===== config.mk =====
export PLATFORM = sky130hd
export DESIGN_NAME = response_frame_crc16_checker_top_flat
export DESIGN_NICKNAME = d
export VERILOG_FILES = /design/src/rtl/rfcrc_pkg.sv /design/src/rtl/rfcrc_if.sv /design/src/rtl/response_frame_crc16_checker_top.sv /design/src/flat_wrapper.sv
export SDC_FILE = /design/constraint.sdc
export NUM_CORES = 1
export LEC_CHECK = 0
export CORE_ASPECT_RATIO = 0.9
export CORE_MARGIN = 5
export CORE_UTILIZATION = 60
export DETAILED_ROUTE_END_ITERATION = 10
export DONT_BUFFER_PORTS = 1
export GPL_TIMING_DRIVEN = 0
export HOLD_SLACK_MARGIN = 0.05
export PLACE_DENSITY = 0.76
export SLEW_MARGIN = 20
export SYNTH_ARGS = -nofsm -noshare
export SYNTH_HDL_FRONTEND = slang
export SYNTH_SLANG_ARGS = --single-unit

===== constraint.sdc =====
create_clock -name clk_i -period 5.7 [get_ports clk_i]
set_input_delay 0.57 -clock clk_i [delete_from_list [all_inputs] [get_ports clk_i]]
set_output_delay 0.57 -clock clk_i [all_outputs]
set_load 0.02 [all_outputs]

===== src/rtl/rfcrc_pkg.sv =====
package rfcrc_pkg;

  localparam logic [15:0] CrcPolyReset = 16'h8005;
  localparam int unsigned MinFrameBytes = 3;

  // Eight-bit CRC update: data fed LSB first, register shifted MSB first
  function automatic logic [15:0] crc_feed_byte(input logic [15:0] crc_in,
                                                input logic [7:0]  data,
                                                input logic [15:0] poly);
    logic [15:0] crc;
    logic        fb;
    crc = crc_in;
    for (int i = 0; i < 8; i++) begin
      fb  = data[i] ^ crc[15];
      crc = {crc[14:0], 1'b0};
      if (fb) begin
        crc = crc ^ poly;
      end
    end
    return crc;
  endfunction

endpackage


===== src/rtl/rfcrc_if.sv =====
// Byte input channel
interface rfcrc_in_if;
  logic       valid;
  logic       ready;
  logic [7:0] data_byte;
  logic       frame_start;

  modport source (output valid, output data_byte, output frame_start, input ready);
  modport sink   (input valid, input data_byte, input frame_start, output ready);
endinterface

// Frame result channel
interface rfcrc_out_if;
  logic        valid;
  logic        ready;
  logic        crc_ok;
  logic [15:0] crc_value;
  logic [7:0]  status_byte;
  logic        length_error;

  modport source (output valid, output crc_ok, output crc_value, output status_byte,
                  output length_error, input ready);
  modport sink   (input valid, input crc_ok, input crc_value, input status_byte,
                  input length_error, output ready);
endinterface

// Polynomial write channel
interface rfcrc_cfg_if;
  logic        valid;
  logic        ready;
  logic [15:0] crc_polynomial;

  modport source (output valid, output crc_polynomial, input ready);
  modport sink   (input valid, input crc_polynomial, output ready);
endinterface


===== src/rtl/response_frame_crc16_checker_top.sv =====
// Response-frame CRC-16 checker.
// Frame bytes arrive on in_i, one per transfer; frame_start marks the count
// byte, which restarts any frame in progress. The CRC (initial zero) runs
// over the first count-2 bytes; the last two bytes carry the expected CRC,
// low byte first. One result leaves on out_o per frame: at the last byte, or
// at once for a count below 3 or above MAX_FRAME_BYTES (length_error set).
// cfg_i writes the generator polynomial; write only while no frame is open.
// Throughput: one byte per cycle while out_o is not stalled. The eight-bit
// CRC update is unrolled between the input register and the crc_q register.
// A frame's result is registered: the closing byte passes the input register,
// then the result register, before the result is valid on out_o.
// Reset: no frame open, both registers empty, polynomial back to 0x8005.
// Stall: a result waiting on out_o holds the input register; with the input
// register full too, in_i.ready drops until the receiver takes the result.
module response_frame_crc16_checker_top #(
  parameter int unsigned MAX_FRAME_BYTES = 64
) (
  input  logic        clk_i,
  input  logic        rst_ni,
  rfcrc_in_if.sink    in_i,
  rfcrc_cfg_if.sink   cfg_i,
  rfcrc_out_if.source out_o
);
  import rfcrc_pkg::*;

  localparam logic [7:0] MaxBytes = 8'(MAX_FRAME_BYTES);
  localparam logic [7:0] MinBytes = 8'(MinFrameBytes);

  // Configuration register
  logic [15:0] poly_q;

  assign cfg_i.ready = 1'b1;

  always_ff @(posedge clk_i or negedge rst_ni) begin
    if (!rst_ni) begin
      poly_q <= CrcPolyReset;
    end else if (cfg_i.valid) begin
      poly_q <= cfg_i.crc_polynomial;
    end
  end

  // Input register
  logic       s1_valid_q;
  logic [7:0] s1_byte_q;
  logic       s1_start_q;
  logic       s1_adv;
  logic       in_take;

  assign s1_adv     = s1_valid_q && (!out_o.valid || out_o.ready);
  assign in_i.ready = !s1_valid_q || s1_adv;
  assign in_take    = in_i.valid && in_i.ready;

  always_ff @(posedge clk_i or negedge rst_ni) begin
    if (!rst_ni) begin
      s1_valid_q <= 1'b0;
    end else if (in_i.ready) begin
      s1_valid_q <= in_i.valid;
    end
  end

  always_ff @(posedge clk_i) begin
    if (in_take) begin
      s1_byte_q  <= in_i.data_byte;
      s1_start_q <= in_i.frame_start;
    end
  end

  // Frame state
  logic        active_q, active_d;
  logic [6:0]  pos_q, pos_d;
  logic [6:0]  total_q, total_d;
  logic [15:0] crc_q, crc_d;
  logic [7:0]  status_q, status_d;
  logic [7:0]  crc_lo_q, crc_lo_d;

  // Result of the byte in the input register
  logic        res_hit;
  logic        res_ok;
  logic [15:0] res_crc;
  logic [7:0]  res_status;
  logic        res_len_err;

  logic        len_bad;
  logic [7:0]  pos_plus2;
  logic [7:0]  total_ext;

  assign len_bad   = (s1_byte_q < MinBytes) || (s1_byte_q > MaxBytes);
  assign pos_plus2 = {1'b0, pos_q} + 8'd2;
  assign total_ext = {1'b0, total_q};

  always_comb begin
    active_d    = active_q;
    pos_d       = pos_q;
    total_d     = total_q;
    crc_d       = crc_q;
    status_d    = status_q;
    crc_lo_d    = crc_lo_q;
    res_hit     = 1'b0;
    res_ok      = 1'b0;
    res_crc     = 16'h0000;
    res_status  = 8'h00;
    res_len_err = 1'b0;
    if (s1_start_q) begin
      if (len_bad) begin
        // bad count: report at once, stay idle
        active_d    = 1'b0;
        crc_d       = 16'h0000;
        pos_d       = 7'd0;
        res_hit     = 1'b1;
        res_len_err = 1'b1;
      end else begin
        active_d = 1'b1;
        total_d  = s1_byte_q[6:0];
        crc_d    = crc_feed_byte(16'h0000, s1_byte_q, poly_q);
        pos_d    = 7'd1;
      end
    end else if (active_q) begin
      if (pos_q == 7'd1) begin
        status_d = s1_byte_q;
      end
      if (pos_plus2 < total_ext) begin
        crc_d = crc_feed_byte(crc_q, s1_byte_q, poly_q);
        pos_d = pos_q + 7'd1;
      end else if (pos_plus2 == total_ext) begin
        crc_lo_d = s1_byte_q;
        pos_d    = pos_q + 7'd1;
      end else begin
        // last byte: compare against the received CRC
        res_hit    = 1'b1;
        res_ok     = (s1_byte_q == crc_q[15:8]) && (crc_lo_q == crc_q[7:0]);
        res_crc    = crc_q;
        res_status = status_d;
        active_d   = 1'b0;
        pos_d      = 7'd0;
      end
    end
  end

  always_ff @(posedge clk_i or negedge rst_ni) begin
    if (!rst_ni) begin
      active_q <= 1'b0;
      pos_q    <= 7'd0;
      total_q  <= 7'd0;
    end else if (s1_adv) begin
      active_q <= active_d;
      pos_q    <= pos_d;
      total_q  <= total_d;
    end
  end

  always_ff @(posedge clk_i) begin
    if (s1_adv) begin
      crc_q    <= crc_d;
      status_q <= status_d;
      crc_lo_q <= crc_lo_d;
    end
  end

  // Result register
  logic        out_valid_q;
  logic        out_ok_q;
  logic [15:0] out_crc_q;
  logic [7:0]  out_status_q;
  logic        out_len_err_q;

  always_ff @(posedge clk_i or negedge rst_ni) begin
    if (!rst_ni) begin
      out_valid_q <= 1'b0;
    end else if (s1_adv) begin
      out_valid_q <= res_hit;
    end else if (out_o.ready) begin
      out_valid_q <= 1'b0;
    end
  end

  always_ff @(posedge clk_i) begin
    if (s1_adv && res_hit) begin
      out_ok_q      <= res_ok;
      out_crc_q     <= res_crc;
      out_status_q  <= res_status;
      out_len_err_q <= res_len_err;
    end
  end

  assign out_o.valid        = out_valid_q;
  assign out_o.crc_ok       = out_ok_q;
  assign out_o.crc_value    = out_crc_q;
  assign out_o.status_byte  = out_status_q;
  assign out_o.length_error = out_len_err_q;

  // Checks
  a_len_err_clean: assert property (@(posedge clk_i) disable iff (!rst_ni)
    (out_valid_q && out_len_err_q) |-> (!out_ok_q && out_crc_q == 16'h0000))
    else $error("length error result carries non-zero fields");

  a_total_range: assert property (@(posedge clk_i) disable iff (!rst_ni)
    active_q |-> ({1'b0, total_q} >= MinBytes && {1'b0, total_q} <= MaxBytes))
    else $error("open frame with out-of-range count");

  a_pos_range: assert property (@(posedge clk_i) disable iff (!rst_ni)
    active_q |-> (pos_q != 7'd0 && pos_q < total_q))
    else $error("byte position outside open frame");

  a_s1_hold: assert property (@(posedge clk_i) disable iff (!rst_ni)
    (s1_valid_q && !s1_adv) |=> (s1_valid_q && $stable(s1_byte_q) && $stable(s1_start_q)))
    else $error("input register changed while stalled");

  a_idle_no_result: assert property (@(posedge clk_i) disable iff (!rst_ni)
    (s1_adv && !s1_start_q && !active_q) |=> !out_valid_q)
    else $error("result from a byte outside any frame");

endmodule

===== src/flat_wrapper.sv =====
// flat-port wrapper written by rule: the top's interface ports become plain ports
module response_frame_crc16_checker_top_flat import rfcrc_pkg::*;
#(
  parameter int unsigned MAX_FRAME_BYTES = 64
)
  (clk_i, rst_ni, in_i_valid, in_i_data_byte, in_i_frame_start, in_i_ready, cfg_i_valid, cfg_i_crc_polynomial, cfg_i_ready, out_o_valid, out_o_crc_ok, out_o_crc_value, out_o_status_byte, out_o_length_error, out_o_ready);
  rfcrc_in_if in_i_i ();
  rfcrc_cfg_if cfg_i_i ();
  rfcrc_out_if out_o_i ();
  input  logic clk_i;
  input  logic rst_ni;
  input wire logic [$bits(in_i_i.valid)-1:0] in_i_valid;
  input wire logic [$bits(in_i_i.data_byte)-1:0] in_i_data_byte;
  input wire logic [$bits(in_i_i.frame_start)-1:0] in_i_frame_start;
  output wire logic [$bits(in_i_i.ready)-1:0] in_i_ready;
  input wire logic [$bits(cfg_i_i.valid)-1:0] cfg_i_valid;
  input wire logic [$bits(cfg_i_i.crc_polynomial)-1:0] cfg_i_crc_polynomial;
  output wire logic [$bits(cfg_i_i.ready)-1:0] cfg_i_ready;
  output wire logic [$bits(out_o_i.valid)-1:0] out_o_valid;
  output wire logic [$bits(out_o_i.crc_ok)-1:0] out_o_crc_ok;
  output wire logic [$bits(out_o_i.crc_value)-1:0] out_o_crc_value;
  output wire logic [$bits(out_o_i.status_byte)-1:0] out_o_status_byte;
  output wire logic [$bits(out_o_i.length_error)-1:0] out_o_length_error;
  input wire logic [$bits(out_o_i.ready)-1:0] out_o_ready;
  assign in_i_i.valid = in_i_valid;
  assign in_i_i.data_byte = in_i_data_byte;
  assign in_i_i.frame_start = in_i_frame_start;
  assign in_i_ready = in_i_i.ready;
  assign cfg_i_i.valid = cfg_i_valid;
  assign cfg_i_i.crc_polynomial = cfg_i_crc_polynomial;
  assign cfg_i_ready = cfg_i_i.ready;
  assign out_o_valid = out_o_i.valid;
  assign out_o_crc_ok = out_o_i.crc_ok;
  assign out_o_crc_value = out_o_i.crc_value;
  assign out_o_status_byte = out_o_i.status_byte;
  assign out_o_length_error = out_o_i.length_error;
  assign out_o_i.ready = out_o_ready;
  response_frame_crc16_checker_top #(.MAX_FRAME_BYTES(MAX_FRAME_BYTES)) u_core (.clk_i(clk_i), .rst_ni(rst_ni), .in_i(in_i_i), .cfg_i(cfg_i_i), .out_o(out_o_i));
endmodule

Word-level counts from Yosys, hierarchy flattened --
Index checks and enable logic that the tools add are counted.
Storage, ports and cells: word-level logic and storage cells 149, bits in registers 100, output and inout bits 29
Cells by class: eq/ne operators 4, bitwise gates (word level) 34, order comparisons 3, reduce and logical (&&, ||, !) cells 18, add/subtract/negate cells 2, muxes and demuxes 73
Operators by type and width (number):
- 2-to-1 mux 16 bit | 55
- bitwise XOR 16 bit | 15
- 2-to-1 mux 7 bit | 4
- == test 8 bit | 2
- bitwise XOR 1 bit | 15
- 2-to-1 mux 1 bit | 13
- AND reduction 3 bit | 3
- adder 7 x 2 -> 8 bit (second input constant) | 1
- == test 8 x 7 -> 1 bit | 1
- > comparator 8 x 7 -> 1 bit (second input constant) | 1
- < comparator 8 x 2 -> 1 bit (second input constant) | 1
- < comparator 8 x 7 -> 1 bit | 1
- 2-to-1 mux 8 bit | 1
- adder 7 x 1 -> 7 bit (second input constant) | 1
- == test 7 x 1 -> 1 bit (second input constant) | 1
- nonzero test 2 bit | 3
- AND reduction 5 bit | 1
- logical AND 1 bit | 4
- inverter 1 bit | 4
- OR reduction 4 bit | 1
- logical OR 1 bit | 3
- logical NOT 1 bit | 2
- AND reduction 2 bit | 1

Longest topological paths before layout --
Gate-level depths: netlist of run 1.
depth after elaboration 40, mapped depth 16, gate-level depth less buffers 15

Least setup slack after synthesis of run 1 --
OpenSTA, ideal clock, no wires.
kind register -> register, from register u_core.poly_q[15], to register u_core.crc_q[12] (data pin), slack 1.646 ns, stages on the path, launching flop included 17, setup time 0.271 ns, required time 5.429 ns, arrival time 3.782 ns, period minus slack after synthesis 4.054 ns, cells stage by stage dfstp_2 -> buf_2 -> buf_4 -> buf_2 -> nand3b_1 -> a221oi_1 -> nor3_1 -> a211o_1 -> or4b_1 -> nand3_1 -> xnor3_1 -> a221oi_2 -> xnor2_1 -> buf_2 -> nand2_1 -> xnor2_1 -> o22ai_1
On the way: longest elaborated chain between the ends 40, elaborated cells between the ends (all ways) 84, classes of those cells 55 x mux; 29 x bitwise
Ends and longest elaborated chain:
- start: declaration | line response_frame_crc16_checker_top.sv:30 | logic [15:0] poly_q;
- start signal: assignment | line response_frame_crc16_checker_top.sv:36 | poly_q <= CrcPolyReset;
- start signal: assignment | line response_frame_crc16_checker_top.sv:38 | poly_q <= cfg_i.crc_polynomial;
- bitwise XOR 16 bit | line rfcrc_pkg.sv:17 | crc = crc ^ poly;
- 2-to-1 mux 16 bit | line rfcrc_pkg.sv:16 | if (fb) begin
- 2-to-1 mux 16 bit | line response_frame_crc16_checker_top.sv:121 | if (pos_plus2 < total_ext) begin
- 2-to-1 mux 16 bit | line response_frame_crc16_checker_top.sv:117 | end else if (active_q) begin
- 2-to-1 mux 16 bit | line response_frame_crc16_checker_top.sv:103 | if (s1_start_q) begin
- bitwise XOR 1 bit | line rfcrc_pkg.sv:14 | fb = data[i] ^ crc[15];
- 2-to-1 mux 16 bit | line rfcrc_pkg.sv:16
- 2-to-1 mux 16 bit | line response_frame_crc16_checker_top.sv:121
- [... 25 more ...]
- 2-to-1 mux 16 bit | line response_frame_crc16_checker_top.sv:117
- 2-to-1 mux 16 bit | line response_frame_crc16_checker_top.sv:103
- bitwise XOR 16 bit or bitwise XOR 1 bit (tied branches) | line rfcrc_pkg.sv:17, rfcrc_pkg.sv:14
- 2-to-1 mux 16 bit | line rfcrc_pkg.sv:16
- 2-to-1 mux 16 bit | line response_frame_crc16_checker_top.sv:121
- 2-to-1 mux 16 bit | line response_frame_crc16_checker_top.sv:117
- 2-to-1 mux 16 bit * | line response_frame_crc16_checker_top.sv:103
- net u_core.crc_d[12] | line response_frame_crc16_checker_top.sv:72 | logic [15:0] crc_q, crc_d;
- end signal: assignment | line response_frame_crc16_checker_top.sv:153 | crc_q <= crc_d;
- end: declaration | line response_frame_crc16_checker_top.sv:72
The timed path passes the listed nets; every way through them passes the cells marked *. The select of a mux whose other input is x is not followed. A chain may end at the register's enable or synchronous reset.

Worst setup path in the final report of run 1 --
from register u_core.s1_byte_q[1], to register u_core.crc_q[11] (data pin)
On the way: longest elaborated chain between the ends 35, elaborated cells between the ends (all ways) 77, classes of those cells 2 x order compare; 48 x mux; 26 x bitwise; 1 x reduce/logical
Ends and longest elaborated chain:
- start: declaration | line response_frame_crc16_checker_top.sv:44 | logic [7:0] s1_byte_q;
- start signal: assignment | line response_frame_crc16_checker_top.sv:63 | s1_byte_q <= in_i.data_byte;
- bitwise XOR 1 bit | line rfcrc_pkg.sv:14
- 2-to-1 mux 16 bit | line rfcrc_pkg.sv:16
- 2-to-1 mux 16 bit | line response_frame_crc16_checker_top.sv:121
- 2-to-1 mux 16 bit | line response_frame_crc16_checker_top.sv:117
- 2-to-1 mux 16 bit | line response_frame_crc16_checker_top.sv:103
- bitwise XOR 16 bit or bitwise XOR 1 bit (tied branches) | line rfcrc_pkg.sv:17, rfcrc_pkg.sv:14
- 2-to-1 mux 16 bit | line rfcrc_pkg.sv:16
- 2-to-1 mux 16 bit | line response_frame_crc16_checker_top.sv:121
- [... 20 more ...]
- 2-to-1 mux 16 bit | line response_frame_crc16_checker_top.sv:117
- 2-to-1 mux 16 bit | line response_frame_crc16_checker_top.sv:103
- bitwise XOR 16 bit or bitwise XOR 1 bit (tied branches) | line rfcrc_pkg.sv:17, rfcrc_pkg.sv:14
- 2-to-1 mux 16 bit | line rfcrc_pkg.sv:16
- 2-to-1 mux 16 bit | line response_frame_crc16_checker_top.sv:121
- 2-to-1 mux 16 bit | line response_frame_crc16_checker_top.sv:117
- 2-to-1 mux 16 bit * | line response_frame_crc16_checker_top.sv:103
- net u_core.crc_d[11] | line response_frame_crc16_checker_top.sv:72
Marks and branches as above.

==> results of run 1 <==
worst register-to-register path, stage by stage, from the launching register on:
cell and delay [ns]:
edfxtp_1 0.40, buf_2 0.22, xnor2_1 0.59, nor4_1 0.10, a311oi_1 0.36, o311ai_1 0.25, nor3_1 0.61, o32ai_1 0.15
nand3b_1 0.26, xnor2_1 0.50, clkbuf_1 0.51, nand2_1 0.11, xnor3_1 0.42, xnor2_1 0.20, o22ai_1 0.11
final cells by class:
type	count	area (um^2)	share of cell area, %
multi-input cells	799	5720	59.8
flip-flops and latches	100	2840	29.7
plain buffers	82	328	3.43
well taps	198	248	2.59
clock buffers	9	225	2.36
clock inverters	7	86.3	0.904
inverters	21	78.8	0.825
repair buffers	2	30.0	0.314
cell usage after synthesis, types with 11 or more instances:
| library cell | n |
|---|---|
| o22ai_1 | 17 |
| nand2_1 | 204 |
| o21ai_0 | 36 |
| nor2_1 | 34 |
| and3_1 | 29 |
| edfxtp_1 | 67 |
| o2111ai_1 | 17 |
| mux2_2 | 22 |
| dfrtp_1 | 30 |
| a21oi_1 | 13 |
| o21ai_1 | 11 |
| nor4_1 | 11 |
| xnor3_1 | 19 |
| inv_1 | 20 |
| xnor2_1 | 172 |
| nand3_1 | 17 |
| xor2_1 | 44 |
| clkbuf_1 | 64 |
state kept, by name, summed over array words and instances, names as in the netlist, 7 cells and up:
register	cells
u_core.crc_lo_q	8
u_core.crc_q	16
u_core.out_o.crc_value	16
u_core.out_o.status_byte	8
u_core.poly_q	16
u_core.pos_q	7
u_core.s1_byte_q	8
u_core.status_q	8
u_core.total_q	7
final timing paths:
check | endpoint | slack [ns] | cells past startpoint | start
max | u_core.crc_q[11]$_DFFE_PP_ | 0.64 | 14 | u_core.s1_byte_q[1]$_DFFE_PP_
min | u_core.s1_byte_q[6]$_DFFE_PP_ | 0.30 | 0 | in_i_data_byte[6]
max reg2reg | u_core.crc_q[11]$_DFFE_PP_ | 0.64 | 14 | u_core.s1_byte_q[1]$_DFFE_PP_
min reg2reg | u_core.crc_lo_q[7]$_DFFE_PP_ | 0.46 | 0 | u_core.s1_byte_q[7]$_DFFE_PP_
max in group asynchronous | u_core.poly_q[2]$_DFFE_PN1P_ | 4.77 | 2 | rst_ni
min in group asynchronous | u_core.poly_q[14]$_DFFE_PN0P_ | 0.68 | 2 | rst_ni
timing repair:
action,in CTS,in global routing
hold buffers,2,0
endpoints found under the hold margin,33,0
gates resized for setup,0,0
stage by stage:
stage / worst slack (ns) / instance area (um^2) / util (%)
2_1_floorplan: 1.65 / 8960 / -
3_3_place_gp: 0.823 / 9200 / 62.8
3_5_place_dp: 0.812 / 9210 / 62.8
4_1_cts: 0.797 / 9550 / 65.1
5_1_grt: 0.434 / 9550 / 65.2
6_report: 0.636 / 9550 / 65.2
cell usage in the layout (no fill, tap or decap), drive strengths merged, types with 6 or more instances in the layout:
cell	count
nand3b	6
and3	29
o211ai	6
nor2b	8
ha	10
mux2	22
nand2	204
clkbuf	73
xnor3	19
a211oi	11
buf	19
a21oi	13
xor2	47
nand4	9
nand3	17
xnor2	176
o22ai	17
dfrtp	30
o21ai	47
o2111ai	18
edfxtp	67
nor4	11
nor2	34
inv	25
nor3	9
and3b	10
logic make-up (layout without fill, tap and decap cells):
logic type      Yosys count  count (layout)
flops                   100             100
xor+xnor                242             242
mux                      23              23
compound gates          162             162
other cells               1               1
buf+inv                 103             121
simple gates            361             361
fa+ha+maj                10              10
per-layer routing:
metal | vias to the layer above | wire length [um]
li1 | 3509 | -
met1 | 3652 | 10700
met2 | 412 | 10800
met3 | 60 | 2380
met4 | 0 | 856
met5 | - | 0
==> impl_metrics.yaml, run 1 <==
setup_path:
  worstPathMaxFanout: 10
  worstPathCellList: "buf_2 -> xnor2_1 -> nor4_1 -> a311oi_1 -> o311ai_1 -> nor3_1 -> o32ai_1 -> nand3b_1 -> xnor2_1 -> clkbuf_1 -> nand2_1 -> xnor3_1 -> xnor2_1 -> o22ai_1"
  path_delay_family: "XOR/XNOR gates"
  end_kind: "register"
  path_class: "reg -> reg"
  cp-start-kind: "register"
  path_common_cell: "xnor2_1"
  timing.critical_path.required_ns: 5.78
  cp.arrival_ns: 5.15
  critPathSlowestCell: "nor3_1"
  max_stage_delay_ns: 0.61
  timing.critical_path.buf_inv: 2
route:
  drt_iter0_drc: 871
  wl_per_cell_um: 20.4
  wirelength_um: 24800
  vias: 7633
  via_per_inst: 6.27
  ant_nets: 0
  dr.pass1.iters: 6
  drc: 0
timing:
  setup_tns_ns: 0
  worst_pin_slew_ns: 0.933
  setup_violations: 0
  maxSlewViolCount: 0
  min_period_ns: 5.06
  rsz0062_at_grt: "no"
  finalHoldViolCount: 0
  clock.fmax_ghz: 0.197
  hold_slack_ns: 0.302
  slew_headroom_pct: 37.7
  clock_skew_ns: 0.0121
  period_share_pct: 88.8
placed_design:
  hpwl_um: 18500
  port_buffers: 0
  dp_cells: 1200
  gp_congestion: 0.971
yosys:
  synthMuxAreaShare_pct: 2.88
  syn-cell-area_mm2: 0.00896
  synth_flop_cell: "edfxtp_1"
  synth.top_cells.by_area: "edfxtp_1 22%, xnor2_1 17%, nand2_1 8.5%"
  syn_avg_cell_area_um2: 8.94
  synthAdderAreaFrac_pct: 1.40
  netlist_instances: 1002
  synth_edf_count: 67
  synthesis.nets: 1042
  ys_warn_count: 0
  synth-xor-area-share_pct: 27.4
  synth-seq-cells: 100
  netlist-cell-type-count: 81
  synth_seq_area_share_pct: 31.7
  synth_top_family_by_area: "XOR/XNOR gates"
  yosys.area.top_type: "edfxtp_1"
  yosys.area_share.simple_pct: 18.9
  synth.top_cell.area_share_pct: 22.5
  synth_compound_area_share_pct: 13.1
  synthArstFlopShare_pct: 33.0
grt:
  grt_pass1_vias: 7015
  grt_pass1_wl_um: 39300
  antenna_found_initial: 0
  use_met2_pct: 40.9
  globalRouteOverflowTotal: 0
  grt_max_degree: 34
  met1_usage_pct: 42.1
  grt_use_met3_pct: 5.72
  grt_usage_pct: 28.3
  top_usage_layer: "met1"
finish:
  fillers: 1202
  drive_above_1_share_pct: 7.84
  diodes: 0
  finalNonFillerCells: 1218
  final_nets: 1055
  area_growth_pct: 6.66
floorplanning:
  num_rows: 42
  core_area_mm2: 0.0147
  io_pins: 59
  dieHeight_um: 126
  dieArea_mm2: 0.0175
  die_w_um: 139
  initial_core_util_pct: 61.1
clocking:
  clock_path_buffers: 2
  h-tree-depth: 3
  cts_tree: "yes"
  cts-root-buf: "clkbuf_16"
  numCtsBuffers: 9
  cts.clk_slew.worst_paths_ns: 0.08
  postCtsSetupBuffers: 0
  clock-sinks: 100
  clkLatencyLatePin_ns: 0.36
run_status:
  outcome: "finished clean"
min_path:
  hold_class: "in -> reg"
flow_run:
  cap_viol_max_count: 0
Power of run 1 is not shown: default switching activity piles up to over one toggle a cycle in this logic, so the estimate is an artifact.
==> inputs of run 2 (changes only) <==
ABC_AREA = 1   (was not set)
==> run 2 against run 1 <==
Compared with the run above: hold slack lost 0.019 ns; wire length grew 11%; critical path depth grew 12; clock skew shrank 0.0037 ns; sequential share of layout area shrank 1.2 points; critical path type unchanged.
==> impl_metrics.yaml, run 2 <==
finish:
  fillers: 1390
  final_cell_mix: "388 x nand2_1, 185 x nand3_1, 152 x inv_1"
  diodes: 0
  drive_above_1_share_pct: 9.86
  register_area_mm2: 0.00284
  area_growth_pct: 7.09
  final_nets: 1404
  final_common_cell: "nand2_1"
  multi_input_area_mm2: 0.00547
pwr:
  ir_worst_vdd_mv: 0.287
  power_density_mw_per_mm2: 564
  p_leak_uw: 0.00488
min_path:
  hold_depth: 1
  hold_class: "in -> reg"
  hold_path_startpoint: "cfg_i_valid"
  whs_endpoint: "u_core.poly_q[0]$_DFFE_PN1P_"
setup_path:
  path_class: "reg -> reg"
  worstPathMaxFanout: 10
  cp.arrival_ns: 3.99
  regToRegEndpoint: "u_core.crc_q[9]$_DFFE_PP_"
  end_kind: "register"
  r2r-start: "u_core.s1_byte_q[0]$_DFFE_PP_"
  cp-start-kind: "register"
  r2r_slack_ns: 1.82
  r2r_cells: 26
  timing.critical_path.required_ns: 5.81
timing:
  clock.fmax_ghz: 0.258
  setup_violations: 0
  clock_skew_ns: 0.00840
  rsz0062_at_grt: "no"
  slew_headroom_pct: 35.8
  finalHoldViolCount: 0
  period_share_pct: 68.1
  worst_pin_slew_ns: 0.960
  setup_tns_ns: 0
  min_period_ns: 3.88
  hold_slack_ns: 0.284
  maxSlewViolCount: 0
grt:
  grt_pass1_vias: 7960
  grt_pass1_wl_um: 43100
  grt_max_degree: 34
  antenna_found_initial: 0
  globalRouteOverflowTotal: 0
  grt_usage_pct: 30.6
route:
  drt_iter0_drc: 1227
  drc: 0
  via_per_inst: 5.64
  vias: 8859
  ant_nets: 0
  wirelength_um: 27400
  wl_per_cell_um: 17.5
  dr.pass1.iters: 6
yosys:
  ys_warn_count: 0
  yosys.area.top_type: "edfxtp_1"
  synthAdderAreaFrac_pct: 1.35
  synth-seq-cells: 100
  synth.top_cells.by_area: "edfxtp_1 22%, nand2_1 16%, nand3_1 10%"
  synth_top_family_by_area: "simple AND/OR/NAND/NOR gates"
  syn-cell-area_mm2: 0.00930
  synthesis.nets: 1389
  netlist_instances: 1349
  syn_avg_cell_area_um2: 6.89
  synth_most_common_cell: "nand2_1"
  synthArstFlopShare_pct: 33.0
  synth_edf_count: 67
  synth_flop_cell: "edfxtp_1"
  yosys.area_share.simple_pct: 36.3
  synth_compound_area_share_pct: 5.07
  synth.top_cell.area_share_pct: 21.6
  synthMuxAreaShare_pct: 0
  ys_top_cells_by_count: "388 x nand2_1, 185 x nand3_1, 152 x inv_1"
  netlist-cell-type-count: 47
  synth-xor-area-share_pct: 15.8
  synth_seq_area_share_pct: 30.6
clocking:
  cts-root-buf: "clkbuf_16"
  h-tree-depth: 3
  clock_path_buffers: 2
  numCtsBuffers: 9
  clkLatencyLatePin_ns: 0.36
  cts_tree: "yes"
  cts.clk_slew.worst_paths_ns: 0.07
  postCtsSetupBuffers: 0
  clock-sinks: 100
floorplanning:
  core_area_mm2: 0.0153
  dieArea_mm2: 0.0181
  io_pins: 59
  die_w_um: 141
  dieHeight_um: 128
  initial_core_util_pct: 60.6
  num_rows: 43
placed_design:
  hpwl_um: 20900
  port_buffers: 0
  gp_congestion: 0.954
flow_run:
  cap_viol_max_count: 0
run_status:
  outcome: "finished clean"
run 2: final cells by class:
cell class	count	area share, %
Sequential cell	100	28.5
Timing Repair Buffer	4	0.490
Tap cell	202	2.54
Buffer	63	3.62
Inverter	172	6.49
Clock inverter	7	1.12
Clock buffer	9	2.26
Multi-Input combinational cell	1014	54.9
run 2: kinds of logic (layout without fill, tap and decap cells):
kind of cell               count (synthesis)  count (layout)
buffers and inverters                    235             255
DFF                                      100             100
other                                      1               1
AOI/OAI and AO/OA                         83              83
xor gates and xnor gates                 168             168
adders and majority gates                 10              10
and+or+nand+nor                          752             752
run 2: worst max-delay path: stages (launching register included):
cell and delay [ns]:
edfxtp_1 0.51, inv_2 0.20, nand2_1 0.09, nand2_2 0.17, nand3_2 0.14, nand2_4 0.15, nor2_2 0.05, nand2_1 0.07
nand2_1 0.09, buf_6 0.16, nand3_4 0.09, nand2_4 0.13, nor2_4 0.18, nand2_8 0.11, nand2_4 0.13, nor2_2 0.05
nand2_2 0.08, nand2_1 0.13, nor2_1 0.14, nand2_1 0.08, nand2_2 0.18, nor2_4 0.08, nor2_8 0.16, buf_6 0.16
nand3_1 0.08, nand3_1 0.12, nand2_1 0.09
run 2: worst max-delay path by stage:
stage,end,cells past startpoint,slack (ns),start
global route,u_core.crc_q[6]$_DFFE_PP_,26,1.65,u_core.s1_byte_q[0]$_DFFE_PP_
detailed placement,u_core.crc_q[14]$_DFFE_PP_,26,1.98,u_core.s1_byte_q[0]$_DFFE_PP_
global placement,u_core.out_o.crc_value[1]$_SDFFCE_PP0P_,14,1.53,u_core.pos_q[2]$_DFFE_PN0P_
finish,u_core.crc_q[9]$_DFFE_PP_,26,1.82,u_core.s1_byte_q[0]$_DFFE_PP_
floorplan,u_core.out_o.crc_ok$_SDFFCE_PP0P_,14,2.20,u_core.pos_q[2]$_DFFE_PN0P_
CTS,u_core.crc_q[14]$_DFFE_PP_,26,1.90,u_core.s1_byte_q[0]$_DFFE_PP_
run 2: layer usage:
metal	wire length, um	GRT usage, %	vias up
met5	0	0	-
met4	484	6.10	0
met3	3070	7.24	49
met2	11700	47.2	470
met1	12100	44.1	4064
li1	-	-	4276
run 2: metrics by stage:
stage	total power (uW)	setup WS, ns	instances	util, %	instance area [um^2]
after floorplan	3970	2.20	1349	-	9300
after global placement	4660	1.53	1551	62.3	9550
after detailed placement	4790	1.98	1553	62.5	9590
after CTS	5510	1.90	1571	64.9	9950
after global routing	6050	1.65	1571	64.9	9950
final	5610	1.82	1571	64.9	9950
run 2: timing repair:
| item | 4_1_cts | 5_1_grt |
|---|---|---|
| resized for setup | 0 | 0 |
| endpoints found under the setup margin | 0 | 0 |
| hold endpoints to repair | 33 | 0 |
| hold buffers | 2 | 0 |
run 2: power breakdown:
part	switching, uW	internal, uW
sequential	127	935
combinational	2530	1320
clock	306	395
No activity file was read; power rests on OpenSTA's default activity.
==> inputs of run 3 (changes only) <==
clock period = 3.6 ns   (was 5.7 ns; I/O delays follow)
==> run 3 against run 2 <==
Compared with the run above: the run now ends with setup timing left; critical path depth rose by 2; register-to-register slack got worse by 1.8 ns; clock power rose by 60%; die area did not move.
==> impl_metrics.yaml, run 3 (same netlist as run 2, synthesis figures left out) <==
floorplanning:
  num_rows: 43
  die_w_um: 141
  dieHeight_um: 128
  dieArea_mm2: 0.0181
  core_area_mm2: 0.0153
  io_pins: 59
  initial_core_util_pct: 60.6
timing:
  setup_ws_ns: -0.0109
  worst_pin_slew_ns: 1.16
  clock.fmax_ghz: 0.277
  min_period_ns: 3.61
  setup_violations: 4
  period_share_pct: 100
  maxSlewViolCount: 0
  slew_headroom_pct: 22.7
  finalHoldViolCount: 0
  rsz0062_at_grt: "yes"
  clock_skew_ns: 0.0136
setup_path:
  end_kind: "register"
  worstPathMaxFanout: 7
  path_class: "reg -> reg"
  regToRegEndpoint: "u_core.crc_q[10]$_DFFE_PP_"
  timing.critical_path.required_ns: 3.71
  max_stage_delay_ns: 0.39
  cp-start-kind: "register"
  r2r_cells: 28
  r2r_slack_ns: -0.01
  cp.arrival_ns: 3.72
  r2r-start: "u_core.s1_byte_q[1]$_DFFE_PP_"
  path_common_cell: "nand2_4"
  critPathSlowestCell: "edfxtp_1"
route:
  dr.pass1.iters: 9
  drc: 0
  vias: 9424
  ant_nets: 0
  wirelength_um: 30100
  via_per_inst: 5.83
  drt_iter0_drc: 1324
  wl_per_cell_um: 18.6
finish:
  drive_above_1_share_pct: 20.5
  final_nets: 1450
  stdcell_area_mm2: 0.0111
  area_growth_pct: 18.9
  fillers: 1170
  finalNonFillerCells: 1617
  final_common_cell: "nand2_1"
  final_cell_mix: "349 x nand2_1, 147 x inv_1, 146 x nand3_1"
  diodes: 0
pwr:
  ir_worst_vdd_mv: 0.445
  power_density_mw_per_mm2: 922
  p_leak_uw: 0.00533
run_status:
  outcome: "finished, violations left"
  violations: "setup timing"
placed_design:
  gp_congestion: 0.954
  placed_cell_area_mm2: 0.00959
  hpwl_um: 20900
  port_buffers: 0
  dp_cells: 1553
min_path:
  hold_class: "in -> reg"
  hold_path_startpoint: "cfg_i_valid"
  hold_depth: 1
  whs_endpoint: "u_core.poly_q[0]$_DFFE_PN1P_"
clocking:
  clock_path_buffers: 2
  h-tree-depth: 3
  cts_tree: "yes"
  cts-root-buf: "clkbuf_16"
  clock-sinks: 100
  clkLatencyLatePin_ns: 0.37
  cts.clk_slew.worst_paths_ns: 0.08
  numCtsBuffers: 9
grt:
  antenna_found_initial: 0
  grt_pass1_wl_um: 43400
  grt_usage_pct: 30.8
  globalRouteOverflowTotal: 0
  grt_pass1_vias: 8026
  grt_max_degree: 34
flow_run:
  cap_viol_max_count: 0
[run 3: worst max path at each step]
stage | depth (start not counted) | start | endpoint
final | 28 | u_core.s1_byte_q[1]$_DFFE_PP_ | u_core.crc_q[10]$_DFFE_PP_
after global routing | 26 | u_core.s1_byte_q[0]$_DFFE_PP_ | u_core.crc_q[14]$_DFFE_PP_
after CTS | 27 | u_core.s1_byte_q[0]$_DFFE_PP_ | u_core.crc_q[14]$_DFFE_PP_
after detailed placement | 26 | u_core.s1_byte_q[0]$_DFFE_PP_ | u_core.crc_q[14]$_DFFE_PP_
after global placement | 14 | u_core.pos_q[2]$_DFFE_PN0P_ | u_core.out_o.crc_value[1]$_SDFFCE_PP0P_
after floorplan | 14 | u_core.pos_q[2]$_DFFE_PN0P_ | u_core.out_o.crc_ok$_SDFFCE_PP0P_
[run 3: cell type report]
| type | instances | area [um^2] | area share, % |
|---|---|---|---|
| multi-input combinational | 1015 | 6060 | 54.8 |
| inverter | 172 | 669 | 6.06 |
| sequential | 100 | 2840 | 25.7 |
| clock buffer | 9 | 225 | 2.04 |
| tap | 202 | 253 | 2.29 |
| clock inverter | 7 | 111 | 1.01 |
| timing repair buffer | 50 | 469 | 4.24 |
| buffer | 62 | 423 | 3.83 |
[run 3: per-layer routing]
| layer | GRT usage, % | vias up | share of wire [%] |
|---|---|---|---|
| met5 | 0 | - | 0 |
| met4 | 6.15 | 0 | 3.7 |
| met3 | 7.61 | 101 | 13 |
| met2 | 47.6 | 626 | 43 |
| met1 | 44.0 | 4330 | 41 |
| li1 | - | 4367 | - |
[run 3: worst max-delay path: cells and delay by family, from the launching register on]
kind | cells | cell delay [ns]
DFF | 1 | 0.39
buffers and inverters | 6 | 0.79
and+or+nand+nor | 22 | 2.16
[run 3: metrics by stage]
step                utilization (%)  hold WS (ns)  setup TNS, ns  power (uW)  worst slack (ns)
floorplan                         -        0.0644              0        6290             0.100
global placement               62.3        0.0656         -14.88        7380            -0.570
detailed placement             62.5        0.0654          -1.22        7580            -0.120
CTS                            65.5        0.0715              0        8790           0.00532
global route                   72.1        0.0773          -1.55       10800            -0.132
finish                         72.1        0.0726        -0.0321       10200           -0.0109
[run 3: where the power goes]
part	leakage, uW	internal [uW]	switching [uW]	total [uW]
registers	0.00104	1480	204	1680
clock network	0.000164	626	497	1120
logic	0.00412	2810	4580	7390
[run 3: what timing repair did]
| item | 4_1_cts | 5_1_grt |
|---|---|---|
| endpoints found under the hold margin | 33 | 0 |
| cloned | 0 | 6 |
| setup buffers | 5 | 36 |
| pin swaps | 3 | 89 |
| setup endpoints to repair | 15 | 42 |
| hold buffers | 2 | 0 |
| gates resized for setup | 12 | 171 |
